--- src/rtl/core/lcar_pkg.sv ---
// Shared types and constants for the load-cell converter reader.
package lcar_pkg;

    // Default widths of the conversion word and the result fraction
    localparam int SAMPLE_BITS_DEF   = 24;
    localparam int FRACTION_BITS_DEF = 16;

    // Fixed field widths
    localparam int GAIN_W     = 2;
    localparam int AVG_W      = 8;
    localparam int SCALE_W    = 24;
    localparam int RAW_W      = 25;
    localparam int UNITS_W    = 41;
    localparam int CFG_DATA_W = 24;
    localparam int CFG_IDX_W  = 2;

    // Saturation limits of the result fields
    localparam logic signed [RAW_W-1:0]   RAW_MAX   = 25'sh0FF_FFFF;
    localparam logic signed [RAW_W-1:0]   RAW_MIN   = 25'sh100_0000;
    localparam logic signed [UNITS_W-1:0] UNITS_MAX = 41'sh0FF_FFFF_FFFF;
    localparam logic signed [UNITS_W-1:0] UNITS_MIN = 41'sh100_0000_0000;

    // Configuration register indexes
    typedef enum logic [CFG_IDX_W-1:0] {
        CFG_GAIN_PULSES   = 2'd0,
        CFG_AVERAGE_COUNT = 2'd1,
        CFG_SCALE_DIVISOR = 2'd2,
        CFG_POWER_DOWN    = 2'd3
    } cfg_idx_t;

    // Converter line sequencing, one step per tick
    typedef enum logic [2:0] {
        PH_WAIT       = 3'd0,
        PH_BIT_HIGH   = 3'd1,
        PH_BIT_LOW    = 3'd2,
        PH_PULSE_HIGH = 3'd3,
        PH_PULSE_LOW  = 3'd4
    } phase_t;

    // Post-processing sequencer around the shared divider
    typedef enum logic [2:0] {
        CTL_IDLE   = 3'd0,
        CTL_AVG    = 3'd1,
        CTL_OFFSET = 3'd2,
        CTL_SCALE  = 3'd3,
        CTL_UNITS  = 3'd4,
        CTL_EMIT   = 3'd5
    } ctl_t;

endpackage

--- src/rtl/core/lcar_if.sv ---
// Valid/ready channel interfaces for tick words and result words.
interface lcar_in_if;
    logic valid;
    logic ready;
    logic data_level;
    logic tare_request;

    modport source (output valid, output data_level, output tare_request, input ready);
    modport sink   (input valid, input data_level, input tare_request, output ready);
endinterface

interface lcar_out_if;
    logic                                       valid;
    logic                                       ready;
    logic                                       clock_level;
    logic                                       result_valid;
    logic                                       tare_done;
    logic signed [lcar_pkg::RAW_W-1:0]          raw_value;
    logic signed [lcar_pkg::UNITS_W-1:0]        units_value;

    modport source (
        output valid, output clock_level, output result_valid, output tare_done,
        output raw_value, output units_value, input ready
    );
    modport sink (
        input valid, input clock_level, input result_valid, input tare_done,
        input raw_value, input units_value, output ready
    );
endinterface

--- src/rtl/core/lcar_div.sv ---
// Iterative restoring divider, one quotient bit per cycle.
module lcar_div #(
    parameter int NUM_W = 41,
    parameter int DEN_W = lcar_pkg::SCALE_W
) (
    input  logic             clk,
    input  logic             rst_n,
    input  logic             start,
    input  logic [NUM_W-1:0] num,
    input  logic [DEN_W-1:0] den,
    output logic             done,
    output logic [NUM_W-1:0] quo
);

    localparam int CNT_W = $clog2(NUM_W + 1);

    logic             busy_reg;
    logic [CNT_W-1:0] count_reg;
    logic             done_reg;
    logic [DEN_W-1:0] rem_reg;
    logic [DEN_W-1:0] den_reg;
    logic [NUM_W-1:0] quo_reg;

    logic [DEN_W:0]   trial;
    logic [DEN_W:0]   diff;
    logic             fits;
    logic [DEN_W-1:0] rem_next;
    logic [NUM_W-1:0] quo_next;

    // Trial subtract of the divisor from the shifted partial remainder
    always_comb
    begin
        trial    = {rem_reg, quo_reg[NUM_W-1]};
        diff     = trial - {1'b0, den_reg};
        fits     = (trial >= {1'b0, den_reg});
        rem_next = fits ? diff[DEN_W-1:0] : trial[DEN_W-1:0];
        quo_next = {quo_reg[NUM_W-2:0], fits};
    end

    // Count the steps and flag the last one
    always_ff @(posedge clk or negedge rst_n)
    begin
        if (!rst_n)
        begin
            busy_reg  <= 1'b0;
            count_reg <= '0;
            done_reg  <= 1'b0;
        end
        else
        begin
            done_reg <= busy_reg && (count_reg == CNT_W'(1));
            if (start)
            begin
                busy_reg  <= 1'b1;
                count_reg <= CNT_W'(NUM_W);
            end
            else if (busy_reg)
            begin
                count_reg <= count_reg - CNT_W'(1);
                if (count_reg == CNT_W'(1))
                begin
                    busy_reg <= 1'b0;
                end
            end
        end
    end

    // Load operands, then shift quotient bits in as the dividend shifts out
    always_ff @(posedge clk)
    begin
        if (start)
        begin
            rem_reg <= '0;
            den_reg <= den;
            quo_reg <= num;
        end
        else if (busy_reg)
        begin
            rem_reg <= rem_next;
            quo_reg <= quo_next;
        end
    end

    assign done = done_reg;
    assign quo  = quo_reg;

endmodule

--- src/rtl/core/load_cell_adc_reader_top.sv ---
// Top level of the two-wire 24-bit load-cell converter reader.
//
// Each word on sample_in is one converter tick: the sampled data line level
// and a tare request. Each accepted word yields exactly one word on
// result_out: the clock line level to drive after the tick, plus flags and
// values when an averaged conversion completes on that tick.
// A tick that completes no average is answered in the next cycle, and a new tick
// is taken every cycle while result_out keeps up. A tick that completes an
// average runs the shared restoring divider for the average and then, unless
// it takes a tare, for the scaling to Q format, one quotient bit per cycle
// on a DIV_W = max(SAMPLE_BITS + 8, 25 + FRACTION_BITS) bit dividend, and
// sample_in is not ready meanwhile.
// A finished word sits in an output register; the block accepts a tick only
// if that register is empty or is being emptied, else it holds sample_in not
// ready. Reset clears the sequencing, the running sum, the offset and a pending
// tare, clears the clock state and sets the registers to one extra pulse, an
// average of one, a scale of one and power up. Configuration writes take effect
// at once and must be made by the user while idle; it is not enforced.
module load_cell_adc_reader_top #(
    parameter int SAMPLE_BITS   = lcar_pkg::SAMPLE_BITS_DEF,
    parameter int FRACTION_BITS = lcar_pkg::FRACTION_BITS_DEF
) (
    input  logic                              clk,
    input  logic                              rst_n,
    lcar_in_if.sink                           sample_in,
    lcar_out_if.source                        result_out,
    input  logic                              cfg_wr_en,
    input  lcar_pkg::cfg_idx_t                cfg_index,
    input  logic [lcar_pkg::CFG_DATA_W-1:0]   cfg_data
);

    localparam int RAW_W   = lcar_pkg::RAW_W;
    localparam int UNITS_W = lcar_pkg::UNITS_W;
    localparam int SCALE_W = lcar_pkg::SCALE_W;
    localparam int AVG_W   = lcar_pkg::AVG_W;
    localparam int GAIN_W  = lcar_pkg::GAIN_W;
    localparam int SUM_W   = SAMPLE_BITS + 8;
    localparam int BC_W    = $clog2(SAMPLE_BITS + 1);
    localparam int UNUM_W  = RAW_W + FRACTION_BITS;
    localparam int DIV_W   = (SUM_W > UNUM_W) ? SUM_W : UNUM_W;
    localparam int CMP_W   = (SAMPLE_BITS + 1 > RAW_W) ? SAMPLE_BITS + 1 : RAW_W;
    localparam int UCMP_W  = ((DIV_W > UNITS_W) ? DIV_W : UNITS_W) + 2;

    // Configuration registers
    logic [GAIN_W-1:0]  gain_pulses_reg;
    logic [AVG_W-1:0]   average_count_reg;
    logic [SCALE_W-1:0] scale_divisor_reg;
    logic               power_down_reg;

    // Converter sequencing state
    lcar_pkg::phase_t         phase_reg, phase_next;
    logic [BC_W-1:0]          bit_counter_reg, bit_counter_next;
    logic [SAMPLE_BITS-1:0]   shift_word_reg, shift_word_next;
    logic [1:0]               pulse_counter_reg, pulse_counter_next;
    logic signed [SUM_W-1:0]  sample_sum_reg, sample_sum_next;
    logic [AVG_W-1:0]         sample_counter_reg, sample_counter_next;
    logic signed [SAMPLE_BITS-1:0] zero_offset_reg, zero_offset_next;
    logic                     tare_pending_reg, tare_pending_next;
    logic                     clock_state_reg, clock_state_next;

    // Post-processing state
    lcar_pkg::ctl_t                ctl_reg, ctl_next;
    logic                          tare_take_reg, tare_take_next;
    logic                          neg_reg, neg_next;
    logic signed [SAMPLE_BITS-1:0] avg_reg, avg_next;
    logic signed [RAW_W-1:0]       raw_reg, raw_next;
    logic signed [UNITS_W-1:0]     units_reg, units_next;
    logic                          res_valid_reg, res_valid_next;
    logic                          res_tared_reg, res_tared_next;

    // Output register
    logic                      out_valid_reg, out_valid_next;
    logic                      out_clock_reg, out_clock_next;
    logic                      out_result_reg, out_result_next;
    logic                      out_tared_reg, out_tared_next;
    logic signed [RAW_W-1:0]   out_raw_reg, out_raw_next;
    logic signed [UNITS_W-1:0] out_units_reg, out_units_next;

    // Tick evaluation
    logic                     tk_clock;
    lcar_pkg::phase_t         tk_phase;
    logic [BC_W-1:0]          tk_bits;
    logic [SAMPLE_BITS-1:0]   tk_shift;
    logic [1:0]               tk_pulses;
    logic signed [SUM_W-1:0]  tk_sum;
    logic [AVG_W-1:0]         tk_count;
    logic                     tk_finish;
    logic                     tk_neg;
    logic [SUM_W-1:0]         tk_mag;
    logic [1:0]               need_pulses;
    logic [2:0]               pulse_inc;
    logic [AVG_W-1:0]         avg_count_eff;
    logic signed [SUM_W-1:0]  sample_ext;
    logic signed [SUM_W-1:0]  sum_new;
    logic [AVG_W-1:0]         count_new;
    logic                     tare_pend_tick;

    // Arithmetic around the divider
    logic [SAMPLE_BITS:0]          avg_full;
    logic signed [SAMPLE_BITS-1:0] avg_val;
    logic signed [SAMPLE_BITS:0]   diff_val;
    logic signed [CMP_W-1:0]       diff_x;
    logic signed [RAW_W-1:0]       raw_sat;
    logic [RAW_W-1:0]              raw_mag;
    logic [SCALE_W-1:0]            scale_eff;
    logic [UCMP_W-1:0]             quo_x;
    logic [UCMP_W-1:0]             pos_lim;
    logic [UCMP_W-1:0]             neg_lim;
    logic [UCMP_W-1:0]             quo_neg;
    logic signed [UNITS_W-1:0]     units_sat;

    // Divider hookup
    logic             div_start;
    logic [DIV_W-1:0] div_num;
    logic [SCALE_W-1:0] div_den;
    logic             div_done;
    logic [DIV_W-1:0] div_quo;

    logic in_accept;
    logic out_free;

    assign out_free  = !out_valid_reg || result_out.ready;
    assign in_accept = sample_in.valid && sample_in.ready;
    assign sample_in.ready = (ctl_reg == lcar_pkg::CTL_IDLE) && out_free;

    assign result_out.valid        = out_valid_reg;
    assign result_out.clock_level  = out_clock_reg;
    assign result_out.result_valid = out_result_reg;
    assign result_out.tare_done    = out_tared_reg;
    assign result_out.raw_value    = out_raw_reg;
    assign result_out.units_value  = out_units_reg;

    // Share one divider for the average and the unit scaling
    lcar_div #(
        .NUM_W (DIV_W),
        .DEN_W (SCALE_W)
    ) u_div (
        .clk   (clk),
        .rst_n (rst_n),
        .start (div_start),
        .num   (div_num),
        .den   (div_den),
        .done  (div_done),
        .quo   (div_quo)
    );

    // Take configuration writes
    always_ff @(posedge clk or negedge rst_n)
    begin
        if (!rst_n)
        begin
            gain_pulses_reg   <= GAIN_W'(1);
            average_count_reg <= AVG_W'(1);
            scale_divisor_reg <= SCALE_W'(1);
            power_down_reg    <= 1'b0;
        end
        else if (cfg_wr_en)
        begin
            unique case (cfg_index)
                lcar_pkg::CFG_GAIN_PULSES:   gain_pulses_reg   <= cfg_data[GAIN_W-1:0];
                lcar_pkg::CFG_AVERAGE_COUNT: average_count_reg <= cfg_data[AVG_W-1:0];
                lcar_pkg::CFG_SCALE_DIVISOR: scale_divisor_reg <= cfg_data[SCALE_W-1:0];
                lcar_pkg::CFG_POWER_DOWN:    power_down_reg    <= cfg_data[0];
                default: ;
            endcase
        end
    end

    // Evaluate one tick of the converter line sequence
    always_comb
    begin
        need_pulses    = (gain_pulses_reg == '0) ? 2'd1 : gain_pulses_reg;
        avg_count_eff  = (average_count_reg == '0) ? AVG_W'(1) : average_count_reg;
        pulse_inc      = {1'b0, pulse_counter_reg} + 3'd1;
        sample_ext     = SUM_W'($signed(shift_word_reg));
        sum_new        = sample_sum_reg + sample_ext;
        count_new      = sample_counter_reg + AVG_W'(1);
        tare_pend_tick = tare_pending_reg || sample_in.tare_request;

        tk_clock  = clock_state_reg;
        tk_phase  = phase_reg;
        tk_bits   = bit_counter_reg;
        tk_shift  = shift_word_reg;
        tk_pulses = pulse_counter_reg;
        tk_sum    = sample_sum_reg;
        tk_count  = sample_counter_reg;
        tk_finish = 1'b0;
        tk_neg    = sum_new[SUM_W-1];
        tk_mag    = sum_new[SUM_W-1] ? SUM_W'(-sum_new) : SUM_W'(sum_new);

        if (power_down_reg)
        begin
            // Hold the clock high and drop any conversion
            tk_clock  = 1'b1;
            tk_phase  = lcar_pkg::PH_WAIT;
            tk_bits   = '0;
            tk_shift  = '0;
            tk_pulses = '0;
        end
        else
        begin
            unique case (phase_reg)
                lcar_pkg::PH_WAIT:
                begin
                    if (!sample_in.data_level)
                    begin
                        tk_clock  = 1'b1;
                        tk_bits   = '0;
                        tk_shift  = '0;
                        tk_pulses = '0;
                        tk_phase  = lcar_pkg::PH_BIT_HIGH;
                    end
                    else
                    begin
                        tk_clock = 1'b0;
                    end
                end
                lcar_pkg::PH_BIT_HIGH:
                begin
                    tk_shift = {shift_word_reg[SAMPLE_BITS-2:0], sample_in.data_level};
                    tk_bits  = bit_counter_reg + BC_W'(1);
                    tk_clock = 1'b0;
                    tk_phase = lcar_pkg::PH_BIT_LOW;
                end
                lcar_pkg::PH_BIT_LOW:
                begin
                    tk_clock = 1'b1;
                    if (bit_counter_reg < BC_W'(SAMPLE_BITS))
                    begin
                        tk_phase = lcar_pkg::PH_BIT_HIGH;
                    end
                    else
                    begin
                        tk_pulses = '0;
                        tk_phase  = lcar_pkg::PH_PULSE_HIGH;
                    end
                end
                lcar_pkg::PH_PULSE_HIGH:
                begin
                    tk_clock = 1'b0;
                    if (pulse_inc >= {1'b0, need_pulses})
                    begin
                        // Conversion done: accumulate, finish the average if due
                        if (count_new >= avg_count_eff)
                        begin
                            tk_finish = 1'b1;
                            tk_sum    = '0;
                            tk_count  = '0;
                        end
                        else
                        begin
                            tk_sum   = sum_new;
                            tk_count = count_new;
                        end
                        tk_bits   = '0;
                        tk_shift  = '0;
                        tk_pulses = '0;
                        tk_phase  = lcar_pkg::PH_WAIT;
                    end
                    else
                    begin
                        tk_pulses = pulse_inc[1:0];
                        tk_phase  = lcar_pkg::PH_PULSE_LOW;
                    end
                end
                lcar_pkg::PH_PULSE_LOW:
                begin
                    tk_clock = 1'b1;
                    tk_phase = lcar_pkg::PH_PULSE_HIGH;
                end
                default:
                begin
                    tk_clock  = 1'b0;
                    tk_bits   = '0;
                    tk_shift  = '0;
                    tk_pulses = '0;
                    tk_phase  = lcar_pkg::PH_WAIT;
                end
            endcase
        end
    end

    // Sign, offset and saturation arithmetic
    always_comb
    begin
        avg_full = neg_reg ? (SAMPLE_BITS + 1)'(-div_quo) : (SAMPLE_BITS + 1)'(div_quo);
        avg_val  = avg_full[SAMPLE_BITS-1:0];

        diff_val = {avg_reg[SAMPLE_BITS-1], avg_reg}
                 - {zero_offset_reg[SAMPLE_BITS-1], zero_offset_reg};
        diff_x   = CMP_W'(diff_val);
        if (diff_x > CMP_W'(lcar_pkg::RAW_MAX))
        begin
            raw_sat = lcar_pkg::RAW_MAX;
        end
        else if (diff_x < CMP_W'(lcar_pkg::RAW_MIN))
        begin
            raw_sat = lcar_pkg::RAW_MIN;
        end
        else
        begin
            raw_sat = RAW_W'(diff_x);
        end

        raw_mag   = raw_reg[RAW_W-1] ? RAW_W'(-raw_reg) : RAW_W'(raw_reg);
        scale_eff = (scale_divisor_reg == '0) ? SCALE_W'(1) : scale_divisor_reg;

        quo_x   = UCMP_W'(div_quo);
        pos_lim = UCMP_W'({1'b0, lcar_pkg::UNITS_MAX});
        neg_lim = pos_lim + UCMP_W'(1);
        quo_neg = -quo_x;
        if (neg_reg)
        begin
            units_sat = (quo_x > neg_lim) ? lcar_pkg::UNITS_MIN : UNITS_W'(quo_neg);
        end
        else
        begin
            units_sat = (quo_x > pos_lim) ? lcar_pkg::UNITS_MAX : UNITS_W'(quo_x);
        end
    end

    // Sequence ticks, the divider passes and result words
    always_comb
    begin
        phase_next          = phase_reg;
        bit_counter_next    = bit_counter_reg;
        shift_word_next     = shift_word_reg;
        pulse_counter_next  = pulse_counter_reg;
        sample_sum_next     = sample_sum_reg;
        sample_counter_next = sample_counter_reg;
        zero_offset_next    = zero_offset_reg;
        tare_pending_next   = tare_pending_reg;
        clock_state_next    = clock_state_reg;

        ctl_next       = ctl_reg;
        tare_take_next = tare_take_reg;
        neg_next       = neg_reg;
        avg_next       = avg_reg;
        raw_next       = raw_reg;
        units_next     = units_reg;
        res_valid_next = res_valid_reg;
        res_tared_next = res_tared_reg;

        div_start = 1'b0;
        div_num   = '0;
        div_den   = '0;

        out_valid_next  = out_valid_reg && !result_out.ready;
        out_clock_next  = out_clock_reg;
        out_result_next = out_result_reg;
        out_tared_next  = out_tared_reg;
        out_raw_next    = out_raw_reg;
        out_units_next  = out_units_reg;

        unique case (ctl_reg)
            lcar_pkg::CTL_IDLE:
            begin
                if (in_accept)
                begin
                    phase_next          = tk_phase;
                    bit_counter_next    = tk_bits;
                    shift_word_next     = tk_shift;
                    pulse_counter_next  = tk_pulses;
                    sample_sum_next     = tk_sum;
                    sample_counter_next = tk_count;
                    clock_state_next    = tk_clock;
                    if (tk_finish)
                    begin
                        // Start the average division
                        div_start         = 1'b1;
                        div_num           = DIV_W'(tk_mag);
                        div_den           = SCALE_W'(count_new);
                        neg_next          = tk_neg;
                        tare_take_next    = tare_pend_tick;
                        tare_pending_next = 1'b0;
                        ctl_next          = lcar_pkg::CTL_AVG;
                    end
                    else
                    begin
                        // Answer the tick at once
                        tare_pending_next = tare_pend_tick;
                        out_valid_next    = 1'b1;
                        out_clock_next    = tk_clock;
                        out_result_next   = 1'b0;
                        out_tared_next    = 1'b0;
                        out_raw_next      = '0;
                        out_units_next    = '0;
                    end
                end
            end
            lcar_pkg::CTL_AVG:
            begin
                if (div_done)
                begin
                    avg_next = avg_val;
                    if (tare_take_reg)
                    begin
                        // Take the average as the new zero
                        zero_offset_next = avg_val;
                        raw_next         = '0;
                        units_next       = '0;
                        res_valid_next   = 1'b0;
                        res_tared_next   = 1'b1;
                        ctl_next         = lcar_pkg::CTL_EMIT;
                    end
                    else
                    begin
                        ctl_next = lcar_pkg::CTL_OFFSET;
                    end
                end
            end
            lcar_pkg::CTL_OFFSET:
            begin
                raw_next = raw_sat;
                ctl_next = lcar_pkg::CTL_SCALE;
            end
            lcar_pkg::CTL_SCALE:
            begin
                // Start the scaling division on the magnitude
                div_start = 1'b1;
                div_num   = DIV_W'(raw_mag) << FRACTION_BITS;
                div_den   = scale_eff;
                neg_next  = raw_reg[RAW_W-1];
                ctl_next  = lcar_pkg::CTL_UNITS;
            end
            lcar_pkg::CTL_UNITS:
            begin
                if (div_done)
                begin
                    units_next     = units_sat;
                    res_valid_next = 1'b1;
                    res_tared_next = 1'b0;
                    ctl_next       = lcar_pkg::CTL_EMIT;
                end
            end
            lcar_pkg::CTL_EMIT:
            begin
                if (out_free)
                begin
                    out_valid_next  = 1'b1;
                    out_clock_next  = clock_state_reg;
                    out_result_next = res_valid_reg;
                    out_tared_next  = res_tared_reg;
                    out_raw_next    = raw_reg;
                    out_units_next  = units_reg;
                    ctl_next        = lcar_pkg::CTL_IDLE;
                end
            end
            default:
            begin
                ctl_next = lcar_pkg::CTL_IDLE;
            end
        endcase
    end

    // Control and converter state registers
    always_ff @(posedge clk or negedge rst_n)
    begin
        if (!rst_n)
        begin
            phase_reg          <= lcar_pkg::PH_WAIT;
            bit_counter_reg    <= '0;
            shift_word_reg     <= '0;
            pulse_counter_reg  <= '0;
            sample_sum_reg     <= '0;
            sample_counter_reg <= '0;
            zero_offset_reg    <= '0;
            tare_pending_reg   <= 1'b0;
            clock_state_reg    <= 1'b0;
            ctl_reg            <= lcar_pkg::CTL_IDLE;
            out_valid_reg      <= 1'b0;
        end
        else
        begin
            phase_reg          <= phase_next;
            bit_counter_reg    <= bit_counter_next;
            shift_word_reg     <= shift_word_next;
            pulse_counter_reg  <= pulse_counter_next;
            sample_sum_reg     <= sample_sum_next;
            sample_counter_reg <= sample_counter_next;
            zero_offset_reg    <= zero_offset_next;
            tare_pending_reg   <= tare_pending_next;
            clock_state_reg    <= clock_state_next;
            ctl_reg            <= ctl_next;
            out_valid_reg      <= out_valid_next;
        end
    end

    // Payload registers
    always_ff @(posedge clk)
    begin
        tare_take_reg  <= tare_take_next;
        neg_reg        <= neg_next;
        avg_reg        <= avg_next;
        raw_reg        <= raw_next;
        units_reg      <= units_next;
        res_valid_reg  <= res_valid_next;
        res_tared_reg  <= res_tared_next;
        out_clock_reg  <= out_clock_next;
        out_result_reg <= out_result_next;
        out_tared_reg  <= out_tared_next;
        out_raw_reg    <= out_raw_next;
        out_units_reg  <= out_units_next;
    end

endmodule
--- src/flat_wrapper.sv ---
// flat-port wrapper written by rule: the top's interface ports become plain ports
module load_cell_adc_reader_top_flat 
#(
    parameter int SAMPLE_BITS   = lcar_pkg::SAMPLE_BITS_DEF,
    parameter int FRACTION_BITS = lcar_pkg::FRACTION_BITS_DEF
)
  (clk, rst_n, cfg_wr_en, cfg_index, cfg_data, sample_in_valid, sample_in_data_level, sample_in_tare_request, sample_in_ready, result_out_valid, result_out_clock_level, result_out_result_valid, result_out_tare_done, result_out_raw_value, result_out_units_value, result_out_ready);
  lcar_in_if sample_in_i ();
  lcar_out_if result_out_i ();
  input  logic clk;
  input  logic rst_n;
  input  logic cfg_wr_en;
  input  lcar_pkg::cfg_idx_t cfg_index;
  input  logic [lcar_pkg::CFG_DATA_W-1:0] cfg_data;
  input wire logic [$bits(sample_in_i.valid)-1:0] sample_in_valid;
  input wire logic [$bits(sample_in_i.data_level)-1:0] sample_in_data_level;
  input wire logic [$bits(sample_in_i.tare_request)-1:0] sample_in_tare_request;
  output wire logic [$bits(sample_in_i.ready)-1:0] sample_in_ready;
  output wire logic [$bits(result_out_i.valid)-1:0] result_out_valid;
  output wire logic [$bits(result_out_i.clock_level)-1:0] result_out_clock_level;
  output wire logic [$bits(result_out_i.result_valid)-1:0] result_out_result_valid;
  output wire logic [$bits(result_out_i.tare_done)-1:0] result_out_tare_done;
  output wire logic [$bits(result_out_i.raw_value)-1:0] result_out_raw_value;
  output wire logic [$bits(result_out_i.units_value)-1:0] result_out_units_value;
  input wire logic [$bits(result_out_i.ready)-1:0] result_out_ready;
  assign sample_in_i.valid = sample_in_valid;
  assign sample_in_i.data_level = sample_in_data_level;
  assign sample_in_i.tare_request = sample_in_tare_request;
  assign sample_in_ready = sample_in_i.ready;
  assign result_out_valid = result_out_i.valid;
  assign result_out_clock_level = result_out_i.clock_level;
  assign result_out_result_valid = result_out_i.result_valid;
  assign result_out_tare_done = result_out_i.tare_done;
  assign result_out_raw_value = result_out_i.raw_value;
  assign result_out_units_value = result_out_i.units_value;
  assign result_out_i.ready = result_out_ready;
  load_cell_adc_reader_top #(.SAMPLE_BITS(SAMPLE_BITS), .FRACTION_BITS(FRACTION_BITS)) u_core (.clk(clk), .rst_n(rst_n), .sample_in(sample_in_i), .result_out(result_out_i), .cfg_wr_en(cfg_wr_en), .cfg_index(cfg_index), .cfg_data(cfg_data));
endmodule
--- config.mk ---
export PLATFORM = sky130hd
export DESIGN_NAME = load_cell_adc_reader_top_flat
export DESIGN_NICKNAME = d
export VERILOG_FILES = /design/src/rtl/core/lcar_pkg.sv /design/src/rtl/core/lcar_if.sv /design/src/rtl/core/lcar_div.sv /design/src/rtl/core/load_cell_adc_reader_top.sv /design/src/flat_wrapper.sv
export SDC_FILE = /design/constraint.sdc
export NUM_CORES = 1
export LEC_CHECK = 0
export CAP_MARGIN = 20
export CORE_ASPECT_RATIO = 2
export CORE_MARGIN = 2
export CORE_UTILIZATION = 55
export CTS_BUF_LIST = sky130_fd_sc_hd__clkbuf_4
export DETAILED_ROUTE_END_ITERATION = 7
export DONT_BUFFER_PORTS = 1
export GPL_TIMING_DRIVEN = 0
export PLACE_DENSITY = 0.73
export SYNTH_ARGS = -nofsm -noshare
export SYNTH_HDL_FRONTEND = slang
export SYNTH_SLANG_ARGS = --single-unit
export TNS_END_PERCENT = 50
--- constraint.sdc ---
create_clock -name clk -period 7.6 [get_ports clk]
set_clock_uncertainty 0.2 [all_clocks]
set_input_delay 2.28 -clock clk [delete_from_list [all_inputs] [get_ports clk]]
set_output_delay 2.28 -clock clk [all_outputs]
set_load 0.05 [all_outputs]
==> Yosys cells after proc, flatten, opt, wreduce, memory -nomap -nowiden <==
Cells that the tools add are included.
W data, S select, Z words.
{ "word_totals": {"ff_bits": 399, "inputBits": 33, "out_inout_bits": 71, "word_cells": 219} }
{ "op_classes": {"addsub": 11, "order_cmp": 8, "eq_ne": 25, "muxes": 103, "bitwise_logic": 1, "n_reduce_logical": 38} }
{ "op_table": {"columns": ["op", "n"], "rows": [
  ["$mux W41", 12],
  ["$pmux W41 S2", 3],
  ["$mux W25", 8],
  ["$mux W24", 7],
  ["$pmux W25 S2", 2],
  ["$mux W32", 3],
  ["$pmux W24 S4", 1],
  ["$pmux W24 S2", 1],
  ["$gt A41 B40 Y1 const B", 1],
  ["$gt A41 B41 Y1 const B", 1],
  ["$neg A41 Y41", 1],
  ["$add A32 B24 Y32", 1],
  ["$neg A32 Y32", 1],
  ["$mux W1", 30],
  ["$mux W3", 9],
  ["$ge A25 B24 Y1", 1],
  ["$gt A25 B25 Y1 const B", 1],
  ["$lt A25 B25 Y1 const B", 1],
  ["$neg A25 Y25", 1],
  ["$sub A24 B24 Y25", 1],
  ["$logic_not A24 Y1", 1],
  ["$mux W8", 3],
  ["$neg A24 Y24", 1],
  ["$sub A24 B24 Y24", 1],
  ["38 further kinds", 94]
]} }

==> Longest topological paths before layout <==
{ "logic_depth": {"word_depth": 11, "depth_mapped": 17, "mapped_depth_nobuf": 16} }

==> Cells and area by module <==
From an unflattened synthesis, not the netlist that was laid out.
{ "unflattened": {"hier_cells": 2470, "area_unflattened_um2": 23990.5} }
{ "modules_own_cells": {"columns": ["module", "instances", "cells_each", "area_each_um2"], "rows": [
  ["load_cell_adc_reader_top", 1, 1962, 18545.3],
  ["lcar_div", 1, 508, 5445.2]
]} }

==> Worst setup path before layout <==
No wires, ideal clock.
{ "synth_path": {"kind": "input port to flip-flop", "start": "input port sample_in_valid", "end": "register u_core.out_clock_reg, in the netlist u_core.result_out.clock_level, enable pin", "setup_ps": 581, "arrival_time_ps": 7253, "path_slack_ps": -434, "stages": 4, "cell_sequence": "nand2b_1 -> nor3_1 -> a21oi_1 -> nor3_1"} }
{ "synth_between": {"elab_chain_len": 3} }
{ "synth_lines": {"columns": ["element", "line", "rtl"], "rows": [
  ["start: declaration", "flat_wrapper.sv:15", "input wire logic [$bits(sample_in_i.valid)-1:0] sample_in_valid;"],
  ["$logic_and A1 B1 Y1", "load_cell_adc_reader_top.sv:123", "assign in_accept = sample_in.valid && sample_in.ready;"],
  ["$ne A2 B1 Y1 (no line)", null, null],
  ["$reduce_and A4 Y1 (no line)", null, null],
  ["end signal: assignment", "load_cell_adc_reader_top.sv:499", "out_clock_reg <= out_clock_next;"],
  ["end: declaration", "load_cell_adc_reader_top.sv:73", "logic out_clock_reg, out_clock_next;"]
]} }
Every way passes these cells.
A chain may end at the register's enable or synchronous reset.

==> Worst setup path in the final report <==
{ "layout_path": {"start": "input port result_out_ready", "end": "output port sample_in_ready"} }
{ "layout_between": {"elab_chain_len": 2} }
{ "layout_lines": {"columns": ["element", "line", "rtl"], "rows": [
  ["start: declaration", "flat_wrapper.sv:25", "input wire logic [$bits(result_out_i.ready)-1:0] result_out_ready;"],
  ["$logic_or A1 B1 Y1", "load_cell_adc_reader_top.sv:122", "assign out_free = !out_valid_reg || result_out.ready;"],
  ["$logic_and A1 B1 Y1", "load_cell_adc_reader_top.sv:124", "assign sample_in.ready = (ctl_reg == lcar_pkg::CTL_IDLE) && out_free;"],
  ["end: declaration", "flat_wrapper.sv:18", "output wire logic [$bits(sample_in_i.ready)-1:0] sample_in_ready;"]
]} }
Every way passes these cells.

==> impl_metrics.csv <==
group,metric,value,unit
worst_setup_path,r2r_end,"u_core.u_div.den_reg[17]$_DFFE_PN_",
synthesis,yosysWarnings,0,
clock_network,cts_tree,"yes",
sta,max_freq,167,MHz
clock_network,post-cts-setup-buffers,0,
synthesis,syn_area,0.0226,sq mm
worst_setup_path,ff2ff_path_depth,14,
pwr,leakage,9.83,nW
drt,detail-route-antenna-nets,0,
sta,relSlewSlack,0.279,
finish,layout_common_cells,"253 x nand2_1, 228 x edfxtp_1, 190 x nor2_1",
sta,hold_viol,0,
finish,final_common_cell,"nand2_1",
floorplan,rows,105,
placement,io_buffers,0,
drt,route.detailed.drc,0,
clock_network,cts_hold_buf,0,
min_path,min-delay-start,"u_core.u_div.rem_reg[23]$_SDFFE_PN0P_",
sta,finalCritPeriodShare,0.786,
sta,report.final.slew_viol_count,0,
clock_network,htree_levels,3,
worst_setup_path,cp_data_required_time,5.12,ns
sta,min_period,5.97,ns
synthesis,synthArstFlopShare,0.368,
sta,rsz0062_at_grt,"no",
worst_setup_path,critPathLaunch,"result_out_ready",
finish,final_nets,2570,
synthesis,synth.distinct_cells,78,
clock_network,clkSinkCount,399,
synthesis,synth.area.top_cells,"edfxtp_1 30%, dfrtp_1 16%, ha_1 5.4%",
finish,post-route-util,0.603,
synthesis,synth_nets,2470,
worst_setup_path,end_kind,"primary output",
drt,vias,18400,
drt,first_iter_violations,1113,
worst_setup_path,crit_end,"sample_in_ready",
worst_setup_path,start_kind,"primary input",
global_routing,grt_pass1_wl,98800,um
floorplan,ios,104,
clock_network,cts-root-buf,"clkbuf_4",
run,maxCapViolations,0,
min_path,hold_depth,2,
global_routing,grt_overflow,0,
clock_network,insertion_delay,0.84,ns
floorplan,die_height,291,um
worst_setup_path,reg2reg_from,"u_core.sample_counter_reg[0]$_DFFE_PN0P_",
worst_setup_path,critical_path_peak_fanout,3,
worst_setup_path,cpPeakStageDelay,0.77,ns
sta,setup_viol,0,
floorplan,initial_core_util,0.554,
synthesis,avgSynthCellArea,9.69,sq um
floorplan,chipWidth,147,um
clock_network,clockBufferDepth,3,
synthesis,yosysSeqAreaShare,0.486,
clock_network,ctsResizeCount,0,
finish,final_layout_size_suffix_gt1_frac,0.0941,
synthesis,yosys.area.top_type,"edfxtp_1",
clock_network,clk_pin_slew,0.06,ns
placement,place_congestion,0.953,
finish,area_delta_synth_final,8.92,%
global_routing,grt_start_max_net_pins,148,
drt,wirelength,63600,um
synthesis,ys_ff_latch,399,
drt,firstDrtPassIters,5,
synthesis,synthCells,2336,
worst_setup_path,path_class,"primary input to primary output",
global_routing,antenna_found_initial,3,
clock_network,cts_buffers,90,
drt,wire_per_inst,20.9,um
synthesis,synth_ff_type,"edfxtp_1",
drt,viasPerCell,6.05,
pwr,powerDensity,342,mW/mm^2
global_routing,grt_usage,0.296,
min_path,hold_path.class,"register to register",
floorplan,die_area,0.0429,sq mm
sta,totalNegativeSetupSlack,0,ns
global_routing,grt_pass1_vias,18900,
worst_setup_path,cp.arrival,3.49,ns
synthesis,synth_edf_count,228,
status,outcome,"finished, final reports clean",
pwr,ir_drop,0.186,mV
floorplan,coreArea,0.0409,sq mm
worst_setup_path,crit_chain,"nor2b_1 > or3_1 > nor2_1",
worst_setup_path,slowest_stage,"nor2_1",
synthesis,synth_top_area_frac,0.303,
worst_setup_path,rrSetupSlack,2.18,ns
placement,dp_hpwl,49000,um
sta,worstMarginPinSlew,1.07,ns
## cell usage after synthesis, drive strengths merged (5+ instances only)
library cell and instances:
a22o 11, a211oi 42, ha 97, nand2 254, o22ai 8, inv 113, nor4 20, or4 7
nand2b 30, edfxtp 228, nor2b 14, o21ai 200, xnor2 96, dfxtp 24, and2 91, a31oi 22
o21bai 5, or3 30, clkbuf 106, o31ai 30, nor3 49, and3 12, a22oi 15, mux2 39
mux2i 10, o41ai 7, nor3b 24, dfrtp 144, nand3 40, nand4 24, nor2 191, xor2 54
o21a 9, or2 15, a21o 27, a21oi 159, buf 12, o211ai 12, o31a 5
## layout make-up
| class | count | area [sq um] |
|---|---|---|
| Antenna cell | 4 | 10.0 |
| Buffer | 118 | 457 |
| Clock buffer | 128 | 961 |
| Clock inverter | 37 | 215 |
| Fill cell | 3538 | 16200 |
| Inverter | 113 | 424 |
| Multi-Input combinational cell | 1706 | 10800 |
| Sequential cell | 399 | 11000 |
| Tap cell | 535 | 669 |
| Timing Repair Buffer | 8 | 130 |
## critical path: cells and delay by family
family	cells	cell delay (ns)
AND/OR/NAND/NOR	3	1.21
## routing by layer
metal / GRT usage / part of all wire / vias up / wire [um]
li1: - / - / 8631 / -
met1: 0.282 / 0.33 / 8755 / 20900
met2: 0.556 / 0.54 / 772 / 34000
met3: 0.0484 / 0.050 / 274 / 3190
met4: 0.227 / 0.086 / 0 / 5470
met5: 0 / 0 / - / 0
## logic make-up after synthesis
group	share of synthesized area
XOR/XNOR	0.0580
AO/OA/AOI/OAI	0.157
buffers and inverters	0.0389
flip-flops	0.486
multiplexers	0.0238
adder cells (fa/ha/maj)	0.0572
AND/OR/NAND/NOR	0.179
## worst min path at each step
| stage | slack [ns] | endpoint |
|---|---|---|
| 6_report | 0.27 | u_core.u_div.rem_reg[23]$_SDFFE_PN0P_ |
| 5_1_grt | 0.31 | u_core.u_div.rem_reg[23]$_SDFFE_PN0P_ |
| 4_1_cts | 0.27 | u_core.u_div.rem_reg[23]$_SDFFE_PN0P_ |
| 3_5_place_dp | 0.25 | u_core.u_div.rem_reg[23]$_SDFFE_PN0P_ |
| 3_3_place_gp | 0.23 | u_core.u_div.rem_reg[23]$_SDFFE_PN0P_ |
| 2_1_floorplan | 0.22 | u_core.u_div.rem_reg[23]$_SDFFE_PN0P_ |
## stage by stage
stage / total power [mW] / setup WS [ns] / hold slack (ns) / std cells / area [sq um]
6_report: 8.43 / 1.63 / 0.275 / 3048 / 24700
5_1_grt: 8.92 / 1.55 / 0.308 / 3048 / 24700
4_1_cts: 8.41 / 1.63 / 0.267 / 3044 / 24600
3_5_place_dp: 6.67 / 0.983 / 0.250 / 2879 / 23500
3_3_place_gp: 6.54 / 0.719 / 0.231 / 2871 / 23300
2_1_floorplan: 5.71 / 1.68 / 0.217 / 2336 / 22600
## report_power, final
part	internal (mW)	total, mW	switching [mW]	leakage (nW)
combinational	1.12	3.10	1.97	4.75
sequential	2.86	3.60	0.739	4.38
clock	0.853	1.73	0.876	0.701
total	4.84	8.43	3.59	9.83
Note: power is estimated with default switching activity, not from simulation.
